===== src/hw/rtl/bilinear_patch_vertex_warp_core_assert.svh =====
// assertion macros for the bilinear patch vertex warp core
// used by the top level only; the bodies are empty when SYNTHESIS is set
`ifndef BILINEAR_PATCH_VERTEX_WARP_CORE_ASSERT_SVH
`define BILINEAR_PATCH_VERTEX_WARP_CORE_ASSERT_SVH
`ifndef SYNTHESIS
`define BPW_ASSERT_HOLDS(lbl, clk, rstn, prop, msg) \
	lbl: assert property (@(posedge clk) disable iff (!rstn) (prop)) else $error(msg);
`define BPW_ASSERT_NEXT(lbl, clk, rstn, ante, cons, msg) \
	lbl: assert property (@(posedge clk) disable iff (!rstn) (ante) |=> (cons)) \
		else $error(msg);
`else
`define BPW_ASSERT_HOLDS(lbl, clk, rstn, prop, msg)
`define BPW_ASSERT_NEXT(lbl, clk, rstn, ante, cons, msg)
`endif
`endif


===== src/hw/rtl/bpw_pkg.sv =====
// shared types, constants and helpers of the bilinear patch vertex warp core
// no dependencies; imported by the config, control, datapath and top level files
`default_nettype none
package bpw_pkg;

	localparam int unsigned POS_BITS_DEF = 20;
	localparam int unsigned OUT_POS_W    = 20;
	localparam int unsigned NUM_STAGES   = 5;
	localparam int unsigned NUM_COMP     = 3;
	localparam int unsigned PADDR_W      = 6;
	localparam int unsigned PDATA_W      = 64;

	localparam logic signed [15:0] ONE_Q12         = 16'sd4096;
	localparam logic signed [15:0] WIDTH_GAIN_RST  = 16'sd4096;
	localparam logic signed [19:0] HEIGHT_GAIN_RST = 20'sd256;

	typedef enum logic [1:0] {
		STATUS_OK      = 2'd0,
		STATUS_Y_RANGE = 2'd1,
		STATUS_V_RANGE = 2'd2
	} status_t;

	typedef enum logic [2:0] {
		REG_CORNER_00   = 3'd0,
		REG_CORNER_01   = 3'd1,
		REG_CORNER_10   = 3'd2,
		REG_CORNER_11   = 3'd3,
		REG_WIDTH_GAIN  = 3'd4,
		REG_HEIGHT_GAIN = 3'd5,
		REG_UV_BAND     = 3'd6
	} reg_idx_t;

	typedef struct packed {
		logic signed [19:0] z;
		logic signed [19:0] y;
		logic signed [19:0] x;
	} corner_t;

	typedef struct packed {
		corner_t            c00;
		corner_t            c01;
		corner_t            c10;
		corner_t            c11;
		logic signed [15:0] width_gain;
		logic signed [19:0] height_gain;
		logic               remap_en;
		logic signed [15:0] v_start;
		logic signed [15:0] v_end;
	} cfg_t;

	typedef struct packed {
		logic signed [15:0] local_x;
		logic signed [15:0] local_y;
		logic signed [15:0] local_z;
		logic signed [15:0] tex_u;
		logic signed [15:0] tex_v;
		logic [31:0]        vertex_color;
	} vertex_in_t;

	typedef struct packed {
		logic signed [19:0] world_x;
		logic signed [19:0] world_y;
		logic signed [19:0] world_z;
		logic signed [15:0] out_u;
		logic signed [15:0] out_v;
		logic [31:0]        out_color;
		status_t            status;
	} vertex_out_t;

	function automatic logic signed [19:0] corner_comp(corner_t cr, logic [1:0] idx);
		logic signed [19:0] res;
		unique case (idx)
			2'd0: res = cr.x;
			2'd1: res = cr.y;
			default: res = cr.z;
		endcase
		return res;
	endfunction

endpackage
`default_nettype wire


===== src/hw/rtl/bpw_cfg_regs.sv =====
// apb-style configuration registers of the warp core, 64-bit data, 8-byte stride
// depends on bpw_pkg
`default_nettype none
module bpw_cfg_regs (
	input  logic                          clk,
	input  logic                          arst_n,
	input  logic                          psel,
	input  logic                          penable,
	input  logic                          pwrite,
	input  logic [bpw_pkg::PADDR_W-1:0]   paddr,
	input  logic [bpw_pkg::PDATA_W-1:0]   pwdata,
	output logic [bpw_pkg::PDATA_W-1:0]   prdata,
	output logic                          pready,
	output bpw_pkg::cfg_t                 cfg
);
	import bpw_pkg::*;

	logic [59:0]        c00_q, c01_q, c10_q, c11_q;
	logic signed [15:0] width_gain_q;
	logic signed [19:0] height_gain_q;
	logic [32:0]        uv_band_q;
	logic               wr_en;
	reg_idx_t           idx;

	assign wr_en  = psel && penable && pwrite;
	assign idx    = reg_idx_t'(paddr[5:3]);
	assign pready = 1'b1;

	always_ff @(posedge clk or negedge arst_n) begin
		if (!arst_n) begin
			c00_q         <= '0;
			c01_q         <= '0;
			c10_q         <= '0;
			c11_q         <= '0;
			width_gain_q  <= WIDTH_GAIN_RST;
			height_gain_q <= HEIGHT_GAIN_RST;
			uv_band_q     <= '0;
		end else if (wr_en) begin
			unique case (idx)
				REG_CORNER_00:   c00_q <= pwdata[59:0];
				REG_CORNER_01:   c01_q <= pwdata[59:0];
				REG_CORNER_10:   c10_q <= pwdata[59:0];
				REG_CORNER_11:   c11_q <= pwdata[59:0];
				REG_WIDTH_GAIN:  width_gain_q <= pwdata[15:0];
				REG_HEIGHT_GAIN: height_gain_q <= pwdata[19:0];
				REG_UV_BAND:     uv_band_q <= pwdata[32:0];
				default: ;
			endcase
		end
	end

	always_comb begin
		unique case (idx)
			REG_CORNER_00:   prdata = {4'b0, c00_q};
			REG_CORNER_01:   prdata = {4'b0, c01_q};
			REG_CORNER_10:   prdata = {4'b0, c10_q};
			REG_CORNER_11:   prdata = {4'b0, c11_q};
			REG_WIDTH_GAIN:  prdata = {48'b0, width_gain_q};
			REG_HEIGHT_GAIN: prdata = {44'b0, height_gain_q};
			REG_UV_BAND:     prdata = {31'b0, uv_band_q};
			default:         prdata = '0;
		endcase
	end

	always_comb begin
		cfg.c00         = c00_q;
		cfg.c01         = c01_q;
		cfg.c10         = c10_q;
		cfg.c11         = c11_q;
		cfg.width_gain  = width_gain_q;
		cfg.height_gain = height_gain_q;
		cfg.remap_en    = uv_band_q[32];
		cfg.v_start     = uv_band_q[31:16];
		cfg.v_end       = uv_band_q[15:0];
	end
endmodule
`default_nettype wire


===== config.mk =====
export PLATFORM = sky130hd
export DESIGN_NAME = bpw_cfg_regs
export DESIGN_NICKNAME = d
export VERILOG_FILES = /design/src/hw/rtl/bilinear_patch_vertex_warp_core_assert.svh /design/src/hw/rtl/bpw_pkg.sv /design/src/hw/rtl/bpw_cfg_regs.sv
export SDC_FILE = /design/constraint.sdc
export NUM_CORES = 1
export LEC_CHECK = 0
export BUFFER_PORTS_ARGS = -buffer_cell sky130_fd_sc_hd__buf_2
export CORE_MARGIN = 10
export CORE_UTILIZATION = 47
export CTS_CLUSTER_DIAMETER = 50
export DETAILED_ROUTE_END_ITERATION = 16
export GPL_TIMING_DRIVEN = 0
export PLACE_DENSITY_LB_ADDON = 0.2
export SETUP_SLACK_MARGIN = 0.4
export SLEW_MARGIN = 10
export SYNTH_ARGS = -nofsm -noshare
export SYNTH_HDL_FRONTEND = slang
export SYNTH_SLANG_ARGS = --single-unit
export TNS_END_PERCENT = 10

===== constraint.sdc =====
create_clock -name clk -period 1.85 [get_ports clk]
set_input_delay 0.37 -clock clk [delete_from_list [all_inputs] [get_ports clk]]
set_output_delay 0.37 -clock clk [all_outputs]
set_load 0.03 [all_outputs]

==> flow_metrics.py <==
metrics = {
    "setup_path": {
        "startpoint_type": "flip-flop",
        "slowest_stage": "mux4_2",
        "r2r_setup_slack_ps": 810,
        "path_depth": 3,
        "cp-end-kind": "primary output",
        "cp_max_fo": 2,
        "crit_buf_inv": 1,
        "worstPathRequired_ps": 1480,
        "cp.arrival_ps": 1730,
        "crit_family": "multiplexers",
        "cpPeakStageDelay_ps": 500,
        "crit_type": "flip-flop to primary output",
        "r2r_cells": 3,
        "worstPathCellList": "mux4_2 > nor2b_4 > buf_6",
    },
    "finish": {
        "multi_input_area_sq_mm": 0.007073,
        "n_fill_cell": 1633,
        "final_common_cell": "buf_6",
        "regArea_sq_mm": 0.007741,
        "syn_to_final_growth_pct": 67.10,
        "mostFrequentLayoutCells": "buf_6, mux2_2, dfrtp_1",
        "final_nets": 1733,
        "drive_above_1_share_pct": 73.72,
    },
    "clock_network": {
        "root_buffer": "clkbuf_16",
        "cts_buffers": 37,
        "clock_latency_ps": 510,
        "ctsLongestPathBuffers": 3,
        "h-tree-depth": 2,
        "cts.sinks": 309,
        "path_clk_slew_ps": 60,
        "cts_tree": "built",
    },
    "sta": {
        "slew_viol_final": 0,
        "rsz0062_at_grt": "yes",
        "setup_ws_ps": -246.4,
        "hold_viol": 56,
        "maxSlewHeadroom_pct": 57.63,
        "worst_slew_pin_slew_ps": 635.6,
        "fin_crit_sh_pct": 113.3,
        "timing.fmax_ghz": 0.4770,
        "skew_ps": 0,
        "setup-violations-final": 59,
        "hold_ws_ps": -210.7,
        "min_period_ps": 2096,
    },
    "hold_path": {
        "hold_path.class": "primary input to asynchronous set/reset pin",
    },
    "yosys": {
        "yosys_warnings": 0,
        "yosys.area_share.simple_pct": 4.450,
        "synth_edf_count": 0,
        "synth_cell_types": 35,
        "muxShareOfSynthArea_pct": 33.96,
        "synth_area_sq_mm": 0.01417,
        "async_reset_ff_share_pct": 100.0,
        "yosys.area_share.adder_pct": 0,
        "synth_compound_area_share_pct": 4.115,
        "ys_seq_elements": 309,
        "ys.flop_type": "dfrtp_1",
        "synth_cells": 972,
        "yosysSeqAreaShare_pct": 54.59,
        "avgSynthCellArea_sq_um": 14.58,
        "synth_xor_xnor_area_share_pct": 0,
        "synth_top_family_by_area": "multiplexers",
    },
    "power_and_ir_drop": {
        "p_leak_nw": 11.28,
        "seqPwrFrac_pct": 32.4,
        "powerDensity_mw_per_mm2": 1207,
        "p_total_mw": 28.59,
        "peakVddDrop_mv": 1.021,
        "internal-power_mw": 18.28,
        "p_comb_share_pct": 42.4,
        "p_switching_mw": 10.31,
        "p_clk_share_pct": 25.2,
        "swShare_pct": 36.07,
    },
    "job": {
        "max-cap-violations": 0,
    },
    "floorplan": {
        "die_area_sq_mm": 0.03749,
        "start_util_pct": 47.68,
        "fp.coreArea_sq_mm": 0.02972,
        "die_x_um": 193.6,
        "ioPinCount": 449,
        "num_rows": 63,
        "die_h_um": 193.6,
    },
    "place": {
        "dp_hpwl_um": 36920,
        "io_buffer_count": 435,
        "gp_congestion": 0.8258,
    },
    "global_route": {
        "grt_pass1_vias": 12510,
        "grt_max_degree": 109,
        "grt_util_all_layers_pct": 28.26,
        "overflow": 0,
        "grt_antenna_before_repair": 4,
        "grt_pass1_wl_um": 82120,
    },
    "drt": {
        "ant_nets": 0,
        "vias": 11780,
        "drt_first_pass_iters": 5,
        "drt_iter0_markers": 648,
        "vias_per_cell": 5.675,
        "totalWireLength_um": 58370,
        "drc_errors": 0,
        "post_drt_wl_per_cell_um": 28.13,
    },
    "run_status": {
        "status": "finished, violations left",
        "violations": "negative hold slack, negative setup slack",
    },
}
[layout make-up]
class	count	area share (%)
multi-input cells	589	29.87
clock buffers	52	4.529
well taps	390	2.061
repair buffers	644	26.60
flip-flops and latches	309	32.69
clock inverters	11	0.5654
diodes	3	0.03171
inverters	1	0.01585
plain buffers	76	3.630
[what timing repair did]
action | 4_1_cts | 5_1_grt
hold endpoints to repair | 56 | 56
cloned | 3 | 2
pin swaps | 65 | 18
resized for setup | 533 | 477
setup buffers | 143 | 58
endpoints found under the setup margin | 649 | 583
[per-stage QoR]
stage	area (sq um)	utilization, %	TNS, ps	setup slack (ps)	std cells
global route	23680	79.68	-10380	-279.0	2075
CTS	22000	74.04	-7623	-230.1	2012
finish	23680	79.68	-7891	-246.4	2075
detailed placement	17770	59.81	-133100	-769.9	1803
floorplan	15020	-	0	48.59	975
global placement	17680	59.50	-1816610	-5502	1800
[power groups by stage]
stage	sequential, mW	combinational [mW]	clock [mW]
global placement	9.18	8.21	0
detailed placement	9.26	8.31	0
floorplan	11.7	2.88	0
global route	9.40	12.6	7.60
CTS	9.03	10.7	7.29
finish	9.27	12.1	7.21
[cells by family after synthesis]
kind of cell,count (synthesis)
multiplexers,407
flip-flops,309
AND/OR/NAND/NOR,101
buffers and inverters,77
AO/OA/AOI/OAI,76
other,2
[final timing paths]
kind | from | endpoint
max in group asynchronous | arst_n | width_gain_q[12]
worst min-delay path | arst_n | c10_q[39]
worst min register to register | c10_q[18] | c10_q[18]
worst max-delay path | c11_q[44] | prdata[44]
worst max register to register | c01_q[44] | c01_q[44]
min in group clk | pwdata[36] | c10_q[36]
[synthesized netlist by cell type (3+ instances only)]
master / count / area share [%]
mux2i_1: 69 / 4.9
o2bb2ai_1: 12 / 0.74
nand2b_1: 3 / 0.13
a21o_1: 13 / 0.69
or2_2: 13 / 0.57
nor2_1: 4 / 0.11
a32oi_1: 5 / 0.31
mux2_2: 310 / 25
o21a_1: 10 / 0.53
a31oi_1: 19 / 0.84
nor4bb_1: 9 / 0.64
clkbuf_1: 13 / 0.34
mux4_2: 28 / 4.5
o221ai_1: 10 / 0.62
nand3_1: 9 / 0.32
dfrtp_1: 307 / 54
nor2b_1: 31 / 1.4
buf_1: 4 / 0.11
nor3_1: 13 / 0.46
buf_4: 13 / 0.69
nand2_1: 11 / 0.29
buf_2: 45 / 1.6
a22o_1: 5 / 0.31
[per-layer routing]
| metal | GRT usage (%) | routed length (um) | vias to the layer above |
|---|---|---|---|
| met5 | 0 | 20 | - |
| met4 | 10.70 | 2427 | 2 |
| met3 | 7.607 | 4351 | 143 |
| met2 | 47.69 | 29690 | 539 |
| met1 | 33.83 | 21880 | 6091 |
| li1 | - | - | 5000 |
[sequential cells by signal (all words and copies together) (netlist names)]
name           cells
width_gain_q      16
uv_band_q         33
c11_q             60
c01_q             60
c10_q             60
height_gain_q     20
c00_q             60
No activity file was read; power rests on OpenSTA's default activity.
