$ cat config.mk
export PLATFORM = sky130hd
export DESIGN_NAME = bpw_pipe_ctrl
export DESIGN_NICKNAME = d
export VERILOG_FILES = /design/src/hw/rtl/bilinear_patch_vertex_warp_core_assert.svh /design/src/hw/rtl/bpw_pkg.sv /design/src/hw/rtl/bpw_pipe_ctrl.sv
export SDC_FILE = /design/constraint.sdc
export NUM_CORES = 1
export LEC_CHECK = 0
export ABC_AREA = 1
export BUFFER_PORTS_ARGS = -buffer_cell sky130_fd_sc_hd__buf_2
export CAP_MARGIN = 0
export CORE_AREA = 2 2 39 41
export CTS_CLUSTER_DIAMETER = 60
export CTS_CLUSTER_SIZE = 12
export DETAILED_ROUTE_END_ITERATION = 16
export DIE_AREA = 0 0 41 43
export SYNTH_ARGS = -nofsm -noshare
export SYNTH_HDL_FRONTEND = slang
export SYNTH_SLANG_ARGS = --single-unit
export TNS_END_PERCENT = 1
$ cat constraint.sdc
create_clock -name clk -period 1.7 [get_ports clk]
set_input_delay 0.085 -clock clk [delete_from_list [all_inputs] [get_ports clk]]
set_output_delay 0.085 -clock clk [all_outputs]
set_load 0.01 [all_outputs]
$ cat src/hw/rtl/bilinear_patch_vertex_warp_core_assert.svh
// assertion macros for the bilinear patch vertex warp core
// used by the top level only; the bodies are empty when SYNTHESIS is set
`ifndef BILINEAR_PATCH_VERTEX_WARP_CORE_ASSERT_SVH
`define BILINEAR_PATCH_VERTEX_WARP_CORE_ASSERT_SVH
`ifndef SYNTHESIS
`define BPW_ASSERT_HOLDS(lbl, clk, rstn, prop, msg) \
	lbl: assert property (@(posedge clk) disable iff (!rstn) (prop)) else $error(msg);
`define BPW_ASSERT_NEXT(lbl, clk, rstn, ante, cons, msg) \
	lbl: assert property (@(posedge clk) disable iff (!rstn) (ante) |=> (cons)) \
		else $error(msg);
`else
`define BPW_ASSERT_HOLDS(lbl, clk, rstn, prop, msg)
`define BPW_ASSERT_NEXT(lbl, clk, rstn, ante, cons, msg)
`endif
`endif

$ cat src/hw/rtl/bpw_pkg.sv
// shared types, constants and helpers of the bilinear patch vertex warp core
// no dependencies; imported by the config, control, datapath and top level files
`default_nettype none
package bpw_pkg;

	localparam int unsigned POS_BITS_DEF = 20;
	localparam int unsigned OUT_POS_W    = 20;
	localparam int unsigned NUM_STAGES   = 5;
	localparam int unsigned NUM_COMP     = 3;
	localparam int unsigned PADDR_W      = 6;
	localparam int unsigned PDATA_W      = 64;

	localparam logic signed [15:0] ONE_Q12         = 16'sd4096;
	localparam logic signed [15:0] WIDTH_GAIN_RST  = 16'sd4096;
	localparam logic signed [19:0] HEIGHT_GAIN_RST = 20'sd256;

	typedef enum logic [1:0] {
		STATUS_OK      = 2'd0,
		STATUS_Y_RANGE = 2'd1,
		STATUS_V_RANGE = 2'd2
	} status_t;

	typedef enum logic [2:0] {
		REG_CORNER_00   = 3'd0,
		REG_CORNER_01   = 3'd1,
		REG_CORNER_10   = 3'd2,
		REG_CORNER_11   = 3'd3,
		REG_WIDTH_GAIN  = 3'd4,
		REG_HEIGHT_GAIN = 3'd5,
		REG_UV_BAND     = 3'd6
	} reg_idx_t;

	typedef struct packed {
		logic signed [19:0] z;
		logic signed [19:0] y;
		logic signed [19:0] x;
	} corner_t;

	typedef struct packed {
		corner_t            c00;
		corner_t            c01;
		corner_t            c10;
		corner_t            c11;
		logic signed [15:0] width_gain;
		logic signed [19:0] height_gain;
		logic               remap_en;
		logic signed [15:0] v_start;
		logic signed [15:0] v_end;
	} cfg_t;

	typedef struct packed {
		logic signed [15:0] local_x;
		logic signed [15:0] local_y;
		logic signed [15:0] local_z;
		logic signed [15:0] tex_u;
		logic signed [15:0] tex_v;
		logic [31:0]        vertex_color;
	} vertex_in_t;

	typedef struct packed {
		logic signed [19:0] world_x;
		logic signed [19:0] world_y;
		logic signed [19:0] world_z;
		logic signed [15:0] out_u;
		logic signed [15:0] out_v;
		logic [31:0]        out_color;
		status_t            status;
	} vertex_out_t;

	function automatic logic signed [19:0] corner_comp(corner_t cr, logic [1:0] idx);
		logic signed [19:0] res;
		unique case (idx)
			2'd0: res = cr.x;
			2'd1: res = cr.y;
			default: res = cr.z;
		endcase
		return res;
	endfunction

endpackage
`default_nettype wire

$ cat src/hw/rtl/bpw_pipe_ctrl.sv
// valid bits and per-stage load enables of the warp pipeline
// a stage loads when it is empty or the stage after it moves on; depends on bpw_pkg
`default_nettype none
module bpw_pipe_ctrl (
	input  logic                              clk,
	input  logic                              arst_n,
	input  logic                              in_valid,
	output logic                              in_ready,
	input  logic                              out_ready,
	output logic [bpw_pkg::NUM_STAGES-1:0]    valid,
	output logic [bpw_pkg::NUM_STAGES-1:0]    ld
);
	import bpw_pkg::*;

	logic [NUM_STAGES-1:0] valid_q;
	logic [NUM_STAGES-1:0] en;
	logic [NUM_STAGES-1:0] prev_v;

	always_comb begin
		en[NUM_STAGES-1] = !valid_q[NUM_STAGES-1] || out_ready;
		for (int k = NUM_STAGES - 2; k >= 0; k--) begin
			en[k] = !valid_q[k] || en[k+1];
		end
	end

	assign prev_v   = {valid_q[NUM_STAGES-2:0], in_valid};
	assign ld       = en & prev_v;
	assign in_ready = en[0];
	assign valid    = valid_q;

	always_ff @(posedge clk or negedge arst_n) begin
		if (!arst_n) begin
			valid_q <= '0;
		end else begin
			valid_q <= (valid_q & ~en) | (prev_v & en);
		end
	end
endmodule
`default_nettype wire

==> impl_metrics.tcl, run 1 <==
set metrics [dict create \
    synth_common_cells "sky130_fd_sc_hd__inv_1 (7), sky130_fd_sc_hd__nand2_1 (7), sky130_fd_sc_hd__dfrtp_1 (5)" \
    critPathMaxFanout 4 \
    cts.reportedPaths.clkPinSlew_ps 40 \
    floorplan.io_pins 15 \
    primary_flip_flop_cell_chosen_by_synthesis_mapping "sky130_fd_sc_hd__dfrtp_1" \
    power.static_leakage_uw 0.000210 \
    global_route.overflow_total 0 \
    fp.dieW_um 41 \
    routed-via-count 224 \
    place_hpwl_um 388 \
    post_drt_wl_per_cell_um 8.00 \
    outcome "finished clean" \
    worst_slew_pin_slew_ps 167 \
    cts_resized 0 \
    hold_depth 3 \
    numCtsBuffers 3 \
    number_of_different_library_cells_in_the_post_synthesis_netlist 10 \
    avgViaCountPerCell 3.56 \
    timing.final.ws_setup_ps 481 \
    cts.repair_timing.setup_buffer_count 0 \
    clockRootBuffer "sky130_fd_sc_hd__clkbuf_4" \
    drive_above_1_share_pct 46.8 \
    design.final.nets 52 \
    critical_path_arrival_ps 1130 \
    final_min_period_over_clock_period_pct 71.7 \
    pre_cts_setup_slack_ps 734 \
    count_of_warnings_emitted_by_yosys 0 \
    first_iter_violations 5 \
    r2r_slack_ps 840 \
    clk_latency_ps 240 \
    placeableCoreArea_sq_um 1380 \
    drt_first_pass_iters 4 \
    grt_start_max_net_pins 6 \
    total_buffers_and_inverters_traversed_by_the_critical_path 1 \
    postRouteAntennaNets 0 \
    critical_path.startpoint_type "register" \
    grt_pass1_wl_um 696 \
    synth.cell_area_sq_um 244 \
    via_count_of_the_first_global_routing_pass 184 \
    timing.clock.skew_ps 1.47 \
    power.density_cell_area_nw_per_um2 1290 \
    synth_largest_type_area_fraction_pct 51.3 \
    io_buffers 14 \
    synth_area_per_cell_sq_um 8.71 \
    synth.yosys.seq_area_share_pct 51.3 \
    timing.final.crit_period_ps 1220 \
    synth_async_sr_flop_share_pct 100 \
    final_util_pct 26.8 \
    fin_cells 63 \
    crit_path_top_delay_cell "sky130_fd_sc_hd__dfrtp_1" \
    global_route.usage.total_pct 6.75 \
    cts_tree "built" \
    setup_total_negative_slack_ps 0 \
    holdCritPathClass "in2reg" \
    final-hold-violation-count 0 \
    start_util_pct 17.6 \
    flow.area_growth_from_synthesis_pct 51.8 \
    post-route-drc-count 0 \
    synth_seq_cells 5 \
    max_stage_delay_ps 410 \
    number_of_antenna_cells_inserted 0 \
    die_height_um 43 \
    cts_num_sinks 5 \
    critical_path_required_ps 1620 \
    detail_route.wirelength_um 504 \
    max-clock-path-buffers 2 \
    edff_count_synth 0 \
    grt_antenna_before_repair 0 \
    maxCapViolations 0 \
    finalWeightedCongestion 0.587 \
    cts_max_level 1 \
    busiest_layer "met2" \
    placement_rows 14 \
    syn_nets 32 \
    design.die.area_sq_um 1760 \
    fmax_ghz 0.820 \
    post_synth_inst_count 28 \
    maxSlewHeadroom_pct 88.9 \
    synthTopCellsByArea "sky130_fd_sc_hd__dfrtp_1 (51%), sky130_fd_sc_hd__inv_1 (11%), sky130_fd_sc_hd__nand2_1 (11%), sky130_fd_sc_hd__nand4_4 (8.7%), sky130_fd_sc_hd__nand2_2 (5.1%)" \
    critical_path_sink_type "output port" \
    worstSetupPathType "reg2out" \
    global_route.usage.met2_pct 8.44 \
    ctsHoldBuffers 1 \
    cpLargestDelayFamily "flip-flops" \
    synth.largest_area_cell "sky130_fd_sc_hd__dfrtp_1" \
    rsz0062_at_grt "no" \
    hold_path.startpoint "in_valid" \
    vdd_ir_drop_max_uv 264 \
    setup_viol_count_final 0 \
    globalRouteMet3Util_pct 4.71 \
    timing.final.max_slew_violations 0 \
    timing.critical_path.cells "nand4_4 -> nor2_4 -> a21oi_1 -> buf_2" \
    worstRegToRegCells 4 \
    globalRouteMet1Util_pct 6.19 \
    placed_cells 58 \
]
layout make-up:
cell class | count | area (sq um)
Clock buffer | 4 | 26.3
Timing Repair Buffer | 15 | 80.1
Inverter | 8 | 30.0
Sequential cell | 5 | 125
Multi-Input combinational cell | 15 | 88.8
Fill cell | 155 | 1010
Tap cell | 16 | 20.0
power breakdown:
group          internal, uW  switching (uW)
logic                  67.0            94.1
registers               145            32.0
clock network          88.8            49.3
worst register-to-register path, cell delays in order, from the launching register on:
cell                      delay, ps
sky130_fd_sc_hd__dfrtp_1        410
sky130_fd_sc_hd__nand4_4        150
sky130_fd_sc_hd__nor2_4         130
sky130_fd_sc_hd__nand2_2         60
sky130_fd_sc_hd__nand2_2         50
per-stage QoR:
| stage | instance area, sq um | total power, uW | hold slack, ps |
|---|---|---|---|
| 6_report | 370 | 476 | 53.0 |
| 5_1_grt | 370 | 518 | 60.8 |
| 4_1_cts | 370 | 492 | 42.4 |
| 3_5_place_dp | 334 | 341 | -93.2 |
| 3_3_place_gp | 334 | 339 | -95.0 |
| 2_1_floorplan | 244 | 272 | -211 |
logic make-up (layout without fill, tap and decap cells):
group                  Yosys count  after routing  share of synthesized area (%)
DFF                              5              5                           51.3
buffers and inverters            8             27                           12.3
and+or+nand+nor                 13             13                           32.3
AOI/OAI and AO/OA                2              2                           4.10
worst max-delay path by stage:
stage | to | slack (ps) | depth (start not counted)
floorplan | ld[0] | 780 | 3
global placement | ld[0] | 740 | 4
detailed placement | ld[0] | 730 | 4
CTS | ld[0] | 460 | 4
global route | in_ready | 390 | 4
finish | ld[0] | 480 | 4
per-layer routing:
layer	vias to the layer above	wire, um	part of all wire (%)
li1	117	-	-
met1	99	208	41
met2	8	244	48
met3	0	52	10
met4	0	0	0
met5	-	0	0
placed cells by master, fill, tap and decap left out:
cell / n
sky130_fd_sc_hd__a21oi_1: 1
sky130_fd_sc_hd__inv_1: 7
sky130_fd_sc_hd__nand2_1: 7
sky130_fd_sc_hd__clkbuf_1: 1
sky130_fd_sc_hd__nor2_4: 1
sky130_fd_sc_hd__buf_2: 14
sky130_fd_sc_hd__clkbuf_4: 3
sky130_fd_sc_hd__o21ai_1: 1
sky130_fd_sc_hd__inv_2: 1
sky130_fd_sc_hd__nor2_1: 2
sky130_fd_sc_hd__nand4_4: 1
sky130_fd_sc_hd__dlygate4sd3_1: 1
sky130_fd_sc_hd__nand2_2: 2
sky130_fd_sc_hd__dfrtp_1: 5
No activity file was read; power rests on OpenSTA's default activity.
==> inputs of run 2 (changes only) <==
Clock period 1.7 ns to 1.1 ns, I/O delays scaled along.
==> run 2 against run 1 <==
  * The flow now finishes with violations (negative setup slack)
  * Wire length shrank 0.40%
  * Worst setup slack got worse by 540 ps
  * Sequential share of layout area down 1.8 points
  * Worst hold slack got worse by 33 ps
  * Via count up 5.4%
  * Utilization rose by 1.5 points
  * Cell area rose by 5.7%
  * Register-to-register slack got worse by 600 ps
  * Global-route usage increased by 0.19 points
  * Sequential power grew 51%
  * Critical endpoint unchanged
  * Largest cell class unchanged
  * Highest routed layer unchanged
==> impl_metrics.tcl, run 2 (synthesis gave the netlist of run 1 again) <==
set metrics [dict create \
    grt_start_max_net_pins 6 \
    critical_path_required_ps 1040 \
    cellInternalPower_uw 493 \
    routed-via-count 236 \
    finalWeightedCongestion 0.616 \
    placeableCoreArea_sq_um 1380 \
    timing.final.max_slew_violations 0 \
    finalPower_uw 763 \
    max-clock-path-buffers 2 \
    first_iter_violations 3 \
    post-route-drc-count 0 \
    pre_cts_setup_slack_ps 165 \
    most_common_cell_after_layout_fill_and_taps_aside "sky130_fd_sc_hd__buf_2" \
    drive_above_1_share_pct 49.0 \
    clockRootBuffer "sky130_fd_sc_hd__clkbuf_4" \
    flow.area_growth_from_synthesis_pct 60.5 \
    worst_slew_pin_slew_ps 145 \
    power.share.clock_pct 27.4 \
    setup_viol_count_final 4 \
    critical_path_arrival_ps 1110 \
    critPathMaxFanout 4 \
    detail_route.wirelength_um 502 \
    global_route.usage.total_pct 6.94 \
    timing.final.crit_period_ps 1160 \
    postRouteAntennaNets 0 \
    cts.reportedPaths.clkPinSlew_ps 40 \
    layout.cells.most_common_list "sky130_fd_sc_hd__buf_2 (13), sky130_fd_sc_hd__inv_1 (7), sky130_fd_sc_hd__nand2_1 (7), sky130_fd_sc_hd__dfrtp_1 (5), sky130_fd_sc_hd__clkbuf_4 (3)" \
    cts_max_level 1 \
    maxSlewHeadroom_pct 90.3 \
    grt_antenna_before_repair 0 \
    power.static_leakage_uw 0.000223 \
    critical_path_sink_type "output port" \
    cts_num_sinks 5 \
    post_drt_wl_per_cell_um 7.72 \
    seqPwrFrac_pct 35.2 \
    drt_first_pass_iters 4 \
    fp.dieW_um 41 \
    worstSetupPathType "reg2out" \
    design.final.nets 54 \
    final_min_period_over_clock_period_pct 106 \
    rsz0062_at_grt "yes" \
    clk_latency_ps 240 \
    grt_pass1_wl_um 759 \
    via_count_of_the_first_global_routing_pass 215 \
    avgViaCountPerCell 3.63 \
    timing.clock.skew_ps 1.92 \
    final.hold.worst_slack_ps 20.3 \
    p_switching_uw 270 \
    floorplan.io_pins 15 \
    placement_rows 14 \
    start_util_pct 17.6 \
    power.density_cell_area_nw_per_um2 1950 \
    outcome "finished with violations" \
    vdd_ir_drop_max_uv 387 \
    design.die.area_sq_um 1760 \
    fmax_ghz 0.860 \
    timing.final.ws_setup_ps -62.6 \
    io_buffers 14 \
    die_height_um 43 \
    numCtsBuffers 3 \
    holdCritPathClass "in2reg" \
    global_route.overflow_total 0 \
    critical_path.startpoint_type "register" \
    maxCapViolations 0 \
    netSwitchingFraction_pct 35.4 \
    final-hold-violation-count 0 \
    number_of_antenna_cells_inserted 0 \
    place_hpwl_um 407 \
    fill_cells 164 \
    p_comb_share_pct 37.4 \
    cts_tree "built" \
    violations "negative setup slack" \
]
## run 2: changes by cell type in the layout (fill, tap and decap cells not counted), sizes merged
cell  delta
buf      +2
## run 2: final timing paths
check                      slack, ps  startpoint  depth (start not counted)        end
min reg2reg                      550    register                          2   register
min in group asynchronous        160      arst_n                          2  async pin
min                               20    in_valid                          3   register
max reg2reg                      240    register                          4   register
max in group asynchronous        800      arst_n                          2  async pin
max                              -60    register                          4      ld[0]
## run 2: area by class of cell
type                       instances  area [sq um]  share of cell area (%)
clock buffer                       4          26.3                    6.71
tap                               16          20.0                    5.11
timing repair buffer              17           101                    25.9
sequential                         5           125                    31.9
inverter                           8          30.0                    7.67
multi-input combinational         15          88.8                    22.7
## run 2: repair_timing
| action | CTS | global route |
|---|---|---|
| endpoints found under the hold margin | 5 | 0 |
| hold buffers | 1 | 0 |
| resized for setup | 1 | 0 |
| buffers inserted | 2 | 0 |
| endpoints found under the setup margin | 5 | 6 |
## run 2: metal layers
| metal | part of all wire [%] | up-vias | track usage [%] |
|---|---|---|---|
| li1 | - | 123 | - |
| met1 | 40 | 105 | 7.44 |
| met2 | 50 | 8 | 8.75 |
| met3 | 9.6 | 0 | 3.14 |
| met4 | 0 | 0 | 8.00 |
| met5 | 0 | - | 0 |
## run 2: power groups by stage
stage	Sequential (uW)	Clock [uW]	Combinational (uW)
after CTS	269	225	292
final	268	209	285
after floorplan	294	0	127
after detailed placement	277	0	249
after global routing	275	242	323
after global placement	274	0	249
## run 2: worst max-delay path: stages (launching register included)
cell and delay (ps):
sky130_fd_sc_hd__dfrtp_1 390, sky130_fd_sc_hd__nand4_4 140, sky130_fd_sc_hd__nor2_4 130, sky130_fd_sc_hd__a21oi_1 70, sky130_fd_sc_hd__buf_2 140
## run 2: stage by stage
step / TNS, ps / instance area [sq um] / instances / util [%]
3_3_place_gp: 0 / 334 / 58 / 24.1
6_report: -207 / 392 / 65 / 28.3
3_5_place_dp: 0 / 334 / 58 / 24.1
5_1_grt: -713 / 392 / 65 / 28.3
2_1_floorplan: 0 / 244 / 28 / -
4_1_cts: -308 / 392 / 65 / 28.3
